===== config.mk =====
export PLATFORM = sky130hd
export DESIGN_NAME = skvn_ctrl
export DESIGN_NICKNAME = d
export VERILOG_FILES = /design/src/sv/skvn_pkg.sv /design/src/sv/skvn_ctrl.sv
export SDC_FILE = /design/constraint.sdc
export NUM_CORES = 1
export LEC_CHECK = 0
export BUFFER_PORTS_ARGS = -buffer_cell sky130_fd_sc_hd__buf_2
export CAP_MARGIN = 15
export CORE_AREA = 2 2 39 41
export CTS_CLUSTER_SIZE = 20
export DETAILED_ROUTE_END_ITERATION = 12
export DIE_AREA = 0 0 41 43
export GPL_ROUTABILITY_DRIVEN = 0
export GPL_TIMING_DRIVEN = 0
export PLACE_DENSITY = 0.43
export SYNTH_ARGS = -nofsm -noshare
export SYNTH_HDL_FRONTEND = slang
export SYNTH_SLANG_ARGS = --single-unit

===== constraint.sdc =====
create_clock -name i_clk -period 1.65 [get_ports i_clk]
set_input_delay 0.2475 -clock i_clk [delete_from_list [all_inputs] [get_ports i_clk]]
set_output_delay 0.2475 -clock i_clk [all_outputs]
set_load 0.005 [all_outputs]

===== src/sv/skvn_pkg.sv =====
// Package for the sorted key/value node: sizes, operation codes, FSM states,
// and the command/status structs between controller and datapath. No dependencies.
package skvn_pkg;

    localparam int CAPACITY = 64;
    localparam int ADDR_W   = 6;
    localparam int CNT_W    = 7;
    localparam int KEY_W    = 64;
    localparam int VAL_W    = 64;
    localparam int IN_W     = 144;
    localparam int OUT_W    = 144;

    typedef enum logic [2:0] {
        OP_INSERT    = 3'd0,
        OP_REMOVE    = 3'd1,
        OP_UPDATE    = 3'd2,
        OP_FIND      = 3'd3,
        OP_READ_AT   = 3'd4,
        OP_READ_NEXT = 3'd5,
        OP_BAD6      = 3'd6,
        OP_BAD7      = 3'd7
    } t_op;

    typedef enum logic [2:0] {
        S_IDLE,
        S_START,
        S_FIRST,
        S_RD,
        S_EXEC,
        S_FIN,
        S_DONE
    } t_state;

    typedef struct packed {
        logic load;
        logic start;
        logic first;
        logic rd;
        logic exec;
        logic fin;
    } t_cmd;

    typedef struct packed {
        logic ok;
        logic loop;
        logic more;
    } t_stat;

endpackage


===== src/sv/skvn_ctrl.sv =====
// Controller FSM for the sorted key/value node: sequences each item through
// its phases. Depends on skvn_pkg.
module skvn_ctrl (
    input  logic           i_clk,
    input  logic           i_rst_n,
    input  logic           i_in_valid,
    input  logic           i_out_ready,
    input  skvn_pkg::t_stat i_stat,
    output skvn_pkg::t_cmd  o_cmd,
    output logic           o_in_ready,
    output logic           o_out_valid
);
    import skvn_pkg::*;

    t_state r_state, n_state;

    always_ff @(posedge i_clk) begin
        if (!i_rst_n) begin
            r_state <= S_IDLE;
        end else begin
            r_state <= n_state;
        end
    end

    always_comb begin
        n_state     = r_state;
        o_cmd       = '0;
        o_in_ready  = 1'b0;
        o_out_valid = 1'b0;
        unique case (r_state)
            S_IDLE: begin
                o_in_ready = 1'b1;
                if (i_in_valid) begin
                    o_cmd.load = 1'b1;
                    n_state    = S_START;
                end
            end
            S_START: begin
                o_cmd.start = 1'b1;
                n_state     = i_stat.ok ? S_FIRST : S_DONE;
            end
            S_FIRST: begin
                o_cmd.first = 1'b1;
                n_state     = i_stat.loop ? S_RD : S_FIN;
            end
            S_RD: begin
                if (i_stat.more) begin
                    o_cmd.rd = 1'b1;
                    n_state  = S_EXEC;
                end else begin
                    n_state  = S_FIN;
                end
            end
            S_EXEC: begin
                o_cmd.exec = 1'b1;
                n_state    = S_RD;
            end
            S_FIN: begin
                o_cmd.fin = 1'b1;
                n_state   = S_DONE;
            end
            S_DONE: begin
                o_out_valid = 1'b1;
                if (i_out_ready) n_state = S_IDLE;
            end
            default: n_state = S_IDLE;
        endcase
    end

endmodule


==> results of run 1 <==
-- worst paths after layout --
path         startpoint         end  cells after the start
max          r_state[0]    o_cmd[4]                      3
min             i_rst_n  r_state[1]                      2
max reg2reg  r_state[2]  r_state[2]                      4
min reg2reg  r_state[2]  r_state[0]                      2
-- metal layers --
metal  vias up  global-route usage  routed length, µm  share of wire
met5         -                   0                  0              0
met4         0             0.06000                 12          0.021
met3         2             0.03141                 50          0.086
met2        12             0.09688                213           0.36
met1       109              0.1218                308           0.53
li1        139                   -                  -              -
-- cells by family after synthesis --
kind of cell | share of synthesized area
AO/OA/AOI/OAI | 0.1346
flip-flops | 0.2308
AND/OR/NAND/NOR | 0.5336
buffers and inverters | 0.1009
-- through the flow --
step	total power, mW	area (µm²)	worst slack (ps)	hold WS, ps	std cells
global placement	0.2901	350.3	515.5	514.9	59
floorplan	0.2304	260.3	606.0	375.4	29
global route	0.4576	376.6	118.1	265.7	63
CTS	0.4229	376.6	266.9	262.7	63
finish	0.4158	376.6	265.0	266.0	63
detailed placement	0.2884	350.3	524.0	504.0	59
-- power groups by stage --
stage | clock [mW] | sequential, mW | combinational [mW]
after floorplan | 0 | 0.0973 | 0.133
after global placement | 0 | 0.0993 | 0.191
after detailed placement | 0 | 0.0988 | 0.190
after CTS | 0.135 | 0.0977 | 0.190
after global routing | 0.147 | 0.0990 | 0.211
final | 0.132 | 0.0976 | 0.186
-- layout by cell type, fill, tap and decap left out, drive strengths merged --
cell	netlist	final
clkbuf	0	4
dfxtp	3	3
o31a	1	1
and4b	1	1
and2	2	2
nand2b	1	1
o211a	1	1
o211ai	1	1
nand2	2	2
buf	3	17
nor3	2	2
nor2	3	3
nor2b	2	2
and3b	3	3
nor3b	3	3
a21oi	1	1
-- layout make-up --
cell class              count  area [µm²]  share of cell area
multi-input cells          23       173.9              0.4618
clock buffers               4       26.28             0.06977
well taps                  16       20.02             0.05316
plain buffers               3       26.28             0.06977
repair buffers             14       70.07              0.1860
flip-flops and latches      3       60.06              0.1595
==> flow_summary.ini, run 1 <==
[status]
status = completed

[clock_network]
clockRootBuffer = clkbuf_4
clk_latency_ps = 240
post_cts_resize_count = 0
hold_buffers = 0
cts_buffers = 3
cts_max_path_buffers = 2
htreeDepth = 1
cts_tree = done
clkTransAtPathRegs_ps = 40
postCtsSetupRepairBufs = 0
cts_sinks = 3

[drt]
vias = 262
vias_per_cell = 4.159
wirelength_um = 584
ant_nets = 0
drtIter0Drc = 8
drc = 0
routedWlPerCell_um = 9.270
drtPass1Iterations = 2

[sta]
max_slew.worst_pin.slew_ps = 179.3
min_period_ps = 1385
max_slew_margin = 0.8802
rsz0062_at_grt = false
fin_crit_sh = 0.8394
fin_worst_skew_ps = 5.567
hold_viol_final = 0
setup_viol = 0
max_freq_ghz = 0.7220
slew_violations = 0
setup_tns_ps = 0

[yosys]
avgSynthCellArea_um2 = 8.974
ys_warn_count = 0
syn_area_um2 = 260.3
async_reset_ff_frac = 0
synthCells = 29
synth_top_cell_area_share = 0.2308
yosys-top-cells-area = dfxtp_1 (23%), and3b_1 (10%), nor3b_1 (8.7%), buf_4 (5.8%), nand2b_4 (5.3%)
synth.largest_area_cell = dfxtp_1
synth-edff-count = 0
synth.ff_latch_count = 3
synthTopCellsByCount = and3b_1 (3), dfxtp_1 (3), nor3b_1 (3)
ys.flop_type = dfxtp_1
postSynthNetCount = 36
ys_types = 18
synth_seq_area_share = 0.2308

[global_routing]
grt_first_pass_wirelength_mm = 1.007
track_usage = 0.08425
grt_start_max_net_pins = 11
grt_antenna_before_repair = 0
grt_overflow = 0
grt_pass1_vias = 240

[layout]
num-nets-final = 55
diodes = 0
top_regs = r_state: 3 flops
layout-drive-gt1-share = 0.5106
largest_register = r_state
syn_to_final_growth_pct = 44.71
fillers = 154
largest_reg_flops = 3
fin_util = 0.2722

[power]
p_seq_frac = 0.235
p_int_uw = 278.1
power.net_switching_uw = 137.8
pwr_density_cell_nw_per_um2 = 1104
p_comb_frac = 0.448
switching_share = 0.3313
p_leak_nw = 0.1985
clkPwrFrac = 0.317
ir_drop_mv = 0.2333

[placement]
io_buffers = 14
dp.final_hpwl_um = 436.3

[worst_setup_path]
slowest_delay_ps = 380
cp_top_family = flip-flops
cp_cell_sequence = buf_4, nor3b_1, buf_2
critical-path-slowest-cell = dfxtp_1
path_max_fanout = 10
worst-r2r-setup-slack_ps = 650
cp-start-kind = register
critPathBufInv = 2
critical_path_required_ps = 1400
crit_path_end_kind = output pin
arrival_ps = 1140
critPathKind = reg -> out

[job]
cap_violations = 0

[floorplan]
fp.coreArea_um2 = 1384
dieArea_um2 = 1763
initial_core_util = 0.1881
fp.dieW_um = 41
io_pins = 15
die_h_um = 43
std_cell_rows = 14

[hold_path]
min_path_type = in -> reg
Note: power is estimated with default switching activity, not from simulation.
==> inputs of run 2 (changes only) <==
--- a/config.mk
+++ b/config.mk
@@ -5,6 +5,7 @@
 export SDC_FILE = /design/constraint.sdc
 export NUM_CORES = 1
 export LEC_CHECK = 0
+export ABC_AREA = 1
 export BUFFER_PORTS_ARGS = -buffer_cell sky130_fd_sc_hd__buf_2
 export CAP_MARGIN = 15
 export CORE_AREA = 2 2 39 41
@@ -13,7 +14,7 @@
 export DIE_AREA = 0 0 41 43
 export GPL_ROUTABILITY_DRIVEN = 0
 export GPL_TIMING_DRIVEN = 0
-export PLACE_DENSITY = 0.43
+export PLACE_DENSITY = 0.41
 export SYNTH_ARGS = -nofsm -noshare
 export SYNTH_HDL_FRONTEND = slang
 export SYNTH_SLANG_ARGS = --single-unit
==> constraint.sdc (replaced) <==
create_clock -name i_clk -period 1.4 [get_ports i_clk]
set_input_delay 0.21 -clock i_clk [delete_from_list [all_inputs] [get_ports i_clk]]
set_output_delay 0.21 -clock i_clk [all_outputs]
set_load 0.005 [all_outputs]
==> flow_summary.ini, run 2 <==
[floorplan]
fp.coreArea_um2 = 1384
fp.dieW_um = 41
dieArea_um2 = 1763
io_pins = 15
initial_core_util = 0.1718
std_cell_rows = 14
die_h_um = 43

[drt]
drtPass1Iterations = 4
ant_nets = 0
wirelength_um = 576
drtIter0Drc = 6
routedWlPerCell_um = 7.579
vias_per_cell = 3.684
vias = 280
drc = 0

[sta]
min_period_ps = 1276
hold_viol_final = 0
fin_ws_ps = 124.0
hold_ws_ps = 224.5
setup_viol = 0
setup_tns_ps = 0
max_slew_margin = 0.8503
max_slew.worst_pin.slew_ps = 224.3
fin_crit_sh = 0.9114
max_freq_ghz = 0.7837
rsz0062_at_grt = false
fin_worst_skew_ps = 1.983
slew_violations = 0

[status]
status = completed

[global_routing]
grt_use_met3 = 0.04712
grtUsageMet1 = 0.1214
grt_start_max_net_pins = 10
track_usage = 0.07916
grt_first_pass_wirelength_um = 945
grt_antenna_before_repair = 0
grt.busiest_layer = met1
grtUsageMet2 = 0.09063
grt_overflow = 0
grt_pass1_vias = 229

[worst_setup_path]
worstSetupEndpoint = o_cmd[0]
cp-startpoint = r_state[0]
cp-start-kind = register
rr_worst_depth = 4
r2r_end = r_state[0]
arrival_ps = 1070
timing.rr.start = r_state[2]
crit_path_end_kind = output pin
critPathKind = reg -> out
worst-r2r-setup-slack_ps = 360
path_max_fanout = 9
critical_path_required_ps = 1190

[yosys]
postSynthNetCount = 49
avgSynthCellArea_um2 = 5.660
ys.flop_type = dfxtp_1
synthTopCellsByCount = nor2_1 (8), nand2_1 (7), inv_1 (6)
synth-edff-count = 0
ys_types = 14
synthCells = 42
ys_warn_count = 0
async_reset_ff_frac = 0
synth.ff_latch_count = 3
synth_top_cell_area_share = 0.2526
yosys-top-cells-area = dfxtp_1 (25%), nor2_1 (13%), nand2_1 (11%), inv_1 (9.5%), nand3_1 (8.4%)
synth.largest_area_cell = dfxtp_1
syn_area_um2 = 237.7
yosysMostFrequentCell = nor2_1
synth_seq_area_share = 0.2526

[layout]
num-nets-final = 68
layout-drive-gt1-share = 0.4333
top_regs = r_state: 3 flops
fin_area_um2 = 355.3
diodes = 0
largest_reg_flops = 3
syn_to_final_growth_pct = 49.47
largest_register = r_state
layout_common_cells = buf_2 (14), nor2_1 (8), nand2_1 (7)
final_common_cell = buf_2

[power]
pwr_density_cell_nw_per_um2 = 1420
ir_drop_mv = 0.4818
power_uw = 504.7
p_leak_nw = 0.2240

[hold_path]
min_path_type = in -> reg

[placement]
io_buffers = 14
dp_slack_ps = 324.5
dp.final_hpwl_um = 479.7
placed_cell_area_um2 = 327.8

[clock_network]
cts_tree = done
htreeDepth = 1
clkTransAtPathRegs_ps = 30
cts_sinks = 3
clk_latency_ps = 230
cts_buffers = 3
clockRootBuffer = clkbuf_4
cts_max_path_buffers = 2

[job]
cap_violations = 0
-- run 2: changes by cell type after synthesis, sizes merged, moves of 3 or more --
cell	previous run	this run
nor2	3	10
nand3	0	4
and3b	3	0
inv	0	10
nor3b	3	0
nand2	2	7
-- run 2: worst min path at each step --
stage,depth (start not counted),startpoint,slack (ps),to
2_1_floorplan,2,i_rst_n,340,r_state[0]
3_5_place_dp,3,i_rst_n,460,r_state[0]
4_1_cts,3,i_rst_n,220,r_state[0]
5_1_grt,3,i_rst_n,210,r_state[0]
3_3_place_gp,3,i_rst_n,470,r_state[1]
6_report,3,i_rst_n,220,r_state[0]
-- run 2: cell families (layout without fill, tap and decap cells) --
logic type             count (synthesis)  in the layout  synth area share
AO/OA/AOI/OAI                          2              2           0.04206
buffers and inverters                 11             29            0.1895
flip-flops                             3              3            0.2526
AND/OR/NAND/NOR                       26             26            0.5158
-- run 2: per-layer routing --
metal / share of wire / up-vias / wire length, µm
met4: 0 / 0 / 0
met3: 0.092 / 0 / 53
met1: 0.50 / 108 / 287
met5: 0 / - / 0
li1: - / 161 / -
met2: 0.41 / 11 / 235
-- run 2: layout make-up --
cell class	instances	area [µm²]
fill	169	1028
multi-input combinational	28	132.6
timing repair buffer	14	70.07
sequential	3	61.31
inverter	10	37.54
clock buffer	4	26.28
tap	16	20.02
buffer	1	7.507
-- run 2: metrics by stage --
step                      utilization  instances
final                          0.2568         76
after global routing           0.2568         76
after CTS                      0.2559         76
after detailed placement       0.2369         72
after global placement         0.2369         72
after floorplan                     -         42
-- run 2: power by group --
group	leakage (nW)	internal [mW]	total [mW]	switching, mW
Sequential	0.0251	0.108	0.133	0.0243
Clock	0.0150	0.107	0.150	0.0434
Combinational	0.184	0.0955	0.222	0.126
-- run 2: repair_timing --
| item | CTS | global route |
|---|---|---|
| gates resized for setup | 0 | 1 |
| hold buffers | 0 | 0 |
| endpoints found under the setup margin | 0 | 1 |
| setup buffers | 0 | 0 |
-- run 2: critical path, cell delays in order (launching register included) --
cell and delay [ps]:
dfxtp_1 300, buf_4 150, inv_2 50, nor2_2 110, nand2_1 80, inv_1 60, buf_2 100
